==> config.mk <==
export PLATFORM = sky130hd
export DESIGN_NAME = ftpa_ram
export DESIGN_NICKNAME = d
export VERILOG_FILES = /design/src/design/ftpa_ram.sv
export SDC_FILE = /design/constraint.sdc
export NUM_CORES = 1
export LEC_CHECK = 0
export ABC_AREA = 0
export BUFFER_PORTS_ARGS = -buffer_cell sky130_fd_sc_hd__buf_2
export CAP_MARGIN = 5
export CELL_PAD_IN_SITES_DETAIL_PLACEMENT = 0
export CELL_PAD_IN_SITES_GLOBAL_PLACEMENT = 1
export CORE_ASPECT_RATIO = 1.4
export CORE_MARGIN = 4
export CORE_UTILIZATION = 46
export CTS_BUF_LIST = sky130_fd_sc_hd__clkbuf_4 sky130_fd_sc_hd__clkbuf_8
export CTS_CLUSTER_SIZE = 40
export DETAILED_ROUTE_END_ITERATION = 8
export GPL_ROUTABILITY_DRIVEN = 0
export PLACE_DENSITY = 0.78
export SLEW_MARGIN = 20
export SYNTH_ARGS = -nofsm -noshare
export SYNTH_HDL_FRONTEND = slang
export SYNTH_SLANG_ARGS = --single-unit
==> constraint.sdc <==
create_clock -name i_clk -period 1.1 [get_ports i_clk]
set_input_delay 0.11 -clock i_clk [delete_from_list [all_inputs] [get_ports i_clk]]
set_output_delay 0.11 -clock i_clk [all_outputs]
set_load 0.02 [all_outputs]
==> src/design/ftpa_ram.sv <==
`default_nettype none

module ftpa_ram #(
    parameter int WIDTH = 8,
    parameter int DEPTH = 2
) (
    input  wire logic                     i_clk,
    input  wire logic                     i_we,
    input  wire logic [$clog2(DEPTH)-1:0] i_waddr,
    input  wire logic [WIDTH-1:0]         i_wdata,
    input  wire logic                     i_re,
    input  wire logic [$clog2(DEPTH)-1:0] i_raddr,
    output logic      [WIDTH-1:0]         o_rdata
);

    logic [WIDTH-1:0] r_mem [DEPTH];

    always_ff @(posedge i_clk) begin
        if (i_we) begin
            r_mem[i_waddr] <= i_wdata;
        end
        if (i_re) begin
            o_rdata <= r_mem[i_raddr];
        end
    end

endmodule

`default_nettype wire

==> results.yml <==
floorplan:
  io_pins: 21
  initial_core_util_pct: 48.6
  core_area_um2: 1780
  die_y_um: 59.3
  die_area_um2: 2650
  fp-row-count: 18
  die_w_um: 44.6
timing:
  relSlewSlack_pct: 76.6
  hold_violations: 0
  setup_viol: 0
  finClkSkew_ns: 0.00546
  fin_crit_ns: 0.966
  rsz0062_at_grt: "no"
  setup_tns_ns: 0
  max_freq_mhz: 1030
  hold_slack_ns: 0.127
  setup_ws_ns: 0.134
  slew_violations: 0
  fin_crit_sh_pct: 87.9
  worst_pin_slew_ns: 0.351
worst_hold_path:
  worst_hold_path_type: "in -> reg"
  hold_depth: 1
  min_from: "i_re"
setup_path:
  end_kind: "output port"
  path_buf_inv: 1
  crit_start: "o_rdata[6]"
  crit_type: "reg -> out"
  cp_slowest_cell: "edfxtp_1"
  crit_family: "flip-flops"
  cp.arrival_ns: 0.86
  r2r_start: "r_mem[0][5]"
  critPathMaxStageDelay_ns: 0.38
  worst-path-stages: 1
  r2r_cells: 1
  worst_ep_required_time_ns: 0.99
  crit_fanout: 1
  worstPathCellList: "buf_2"
  cp-start-kind: "flip-flop"
finish:
  area_growth_pct: 29.4
  drive_above_1_share_pct: 49.3
  final_common_cell: "edfxtp_1"
  finalNonFillerCells: 87
  final_cell_mix: "24 x edfxtp_1, 20 x buf_2, 8 x mux2_4, 8 x dlygate4sd3_1, 3 x clkbuf_4"
  final_nets: 81
  antenna_cells: 0
route:
  vias_per_cell: 4.70
  drt-pass1-iter-count: 2
  drtIter0Drc: 8
  ant_nets: 0
  routedWlPerCell_um: 12.3
  num_vias: 409
  drc_errors: 0
  drt-total-wl_mm: 1.07
global_routing:
  busiest_layer: "met2"
  grt_use_met2_pct: 17.2
  grtUsageMet3_pct: 2.13
  use_met1_pct: 11.1
  grt_use_total_pct: 10.5
  grt_max_degree: 15
  first_global_vias: 479
  antenna_found_initial: 0
  grt_first_pass_wirelength_mm: 1.97
  grt-ovfl-total: 0
yosys:
  syn_area_per_cell_um2: 24.7
  synth_nets: 48
  synth-seq-area-share_pct: 83.4
  synthDistinctLibCells: 5
  syn_area_um2: 865
  ys_ff_latch: 24
  ys_warn_count: 0
  syn_inst: 35
placement:
  post-place-ws_ns: 0.155
  buffer_ports.inserted: 20
  dp.cells: 75
clocking:
  post_cts_buffers: 0
  clock_path_buffers: 2
  tritoncts: "built"
  clock_sinks: 24
  clk_pin_slew_worst_paths_ns: 0.12
  cts_made_buffers: 3
  cts_max_level: 1
  clk_latency_ns: 0.31
  cts_root_buf: "clkbuf_4"
outcome:
  status: "completed"
power_and_ir_drop:
  powerDensity_nw_per_um2: 1680
  static-leakage-power_nw: 0.444
  peakVddDrop_uv: 941
  finalPower_w: 0.00188
job:
  cap_violations: 0
[final timing paths]
kind,slack (ns),endpoint
hold / removal,0.13,o_rdata[0]
hold reg to reg,0.56,o_rdata[5]
setup / recovery,0.13,o_rdata[6]
setup reg to reg,0.20,o_rdata[5]
[sequential cells by signal, indices dropped and copies added (netlist names)]
name,cells
o_rdata,8
r_mem,16
[cells in the mapped netlist]
| library cell | number | area share (%) |
|---|---|---|
| nor2b_1 | 1 | 0.72 |
| mux2_4 | 8 | 14 |
| edfxtp_1 | 24 | 83 |
| buf_6 | 1 | 1.3 |
| and2_1 | 1 | 0.72 |
[cells by family (layout without fill, tap and decap cells)]
kind of cell           after synthesis  in the layout  synth area share, %
flip-flops                          24             24                 83.4
multiplexers                         8              8                 13.9
AND/OR/NAND/NOR                      2              2                 1.45
buffers and inverters                1             33                 1.30
[metal layers]
metal	vias to the layer above	part of all wire, %
met5	-	0
met4	0	4.4
met3	5	9.0
met2	21	51
met1	183	35
li1	200	-
[where the power goes]
group          internal, W  switching, W
clock             0.000369      0.000250
sequential         0.00108     0.0000144
combinational    0.0000905     0.0000747
total              0.00154      0.000339
[area by class of cell]
| cell class | count | area (um^2) |
|---|---|---|
| clock buffers | 3 | 22.5 |
| clock inverters | 1 | 30.0 |
| fillers | 135 | 661 |
| multi-input cells | 10 | 133 |
| flip-flops and latches | 24 | 721 |
| well taps | 20 | 25.0 |
| repair buffers | 29 | 188 |
[per-stage QoR]
step                      util [%]  cell area (um^2)
final                         62.9              1120
after detailed placement      55.4               986
after floorplan                  -               865
after global placement        55.4               986
after global routing          62.9              1120
after CTS                     62.9              1120
[timing repair]
action                                 CTS  global route
hold buffers                             8             0
endpoints found under the hold margin   16             0
gates resized for setup                  0             0
setup endpoints to repair                0             0
(Power assumes the default switching activity.)
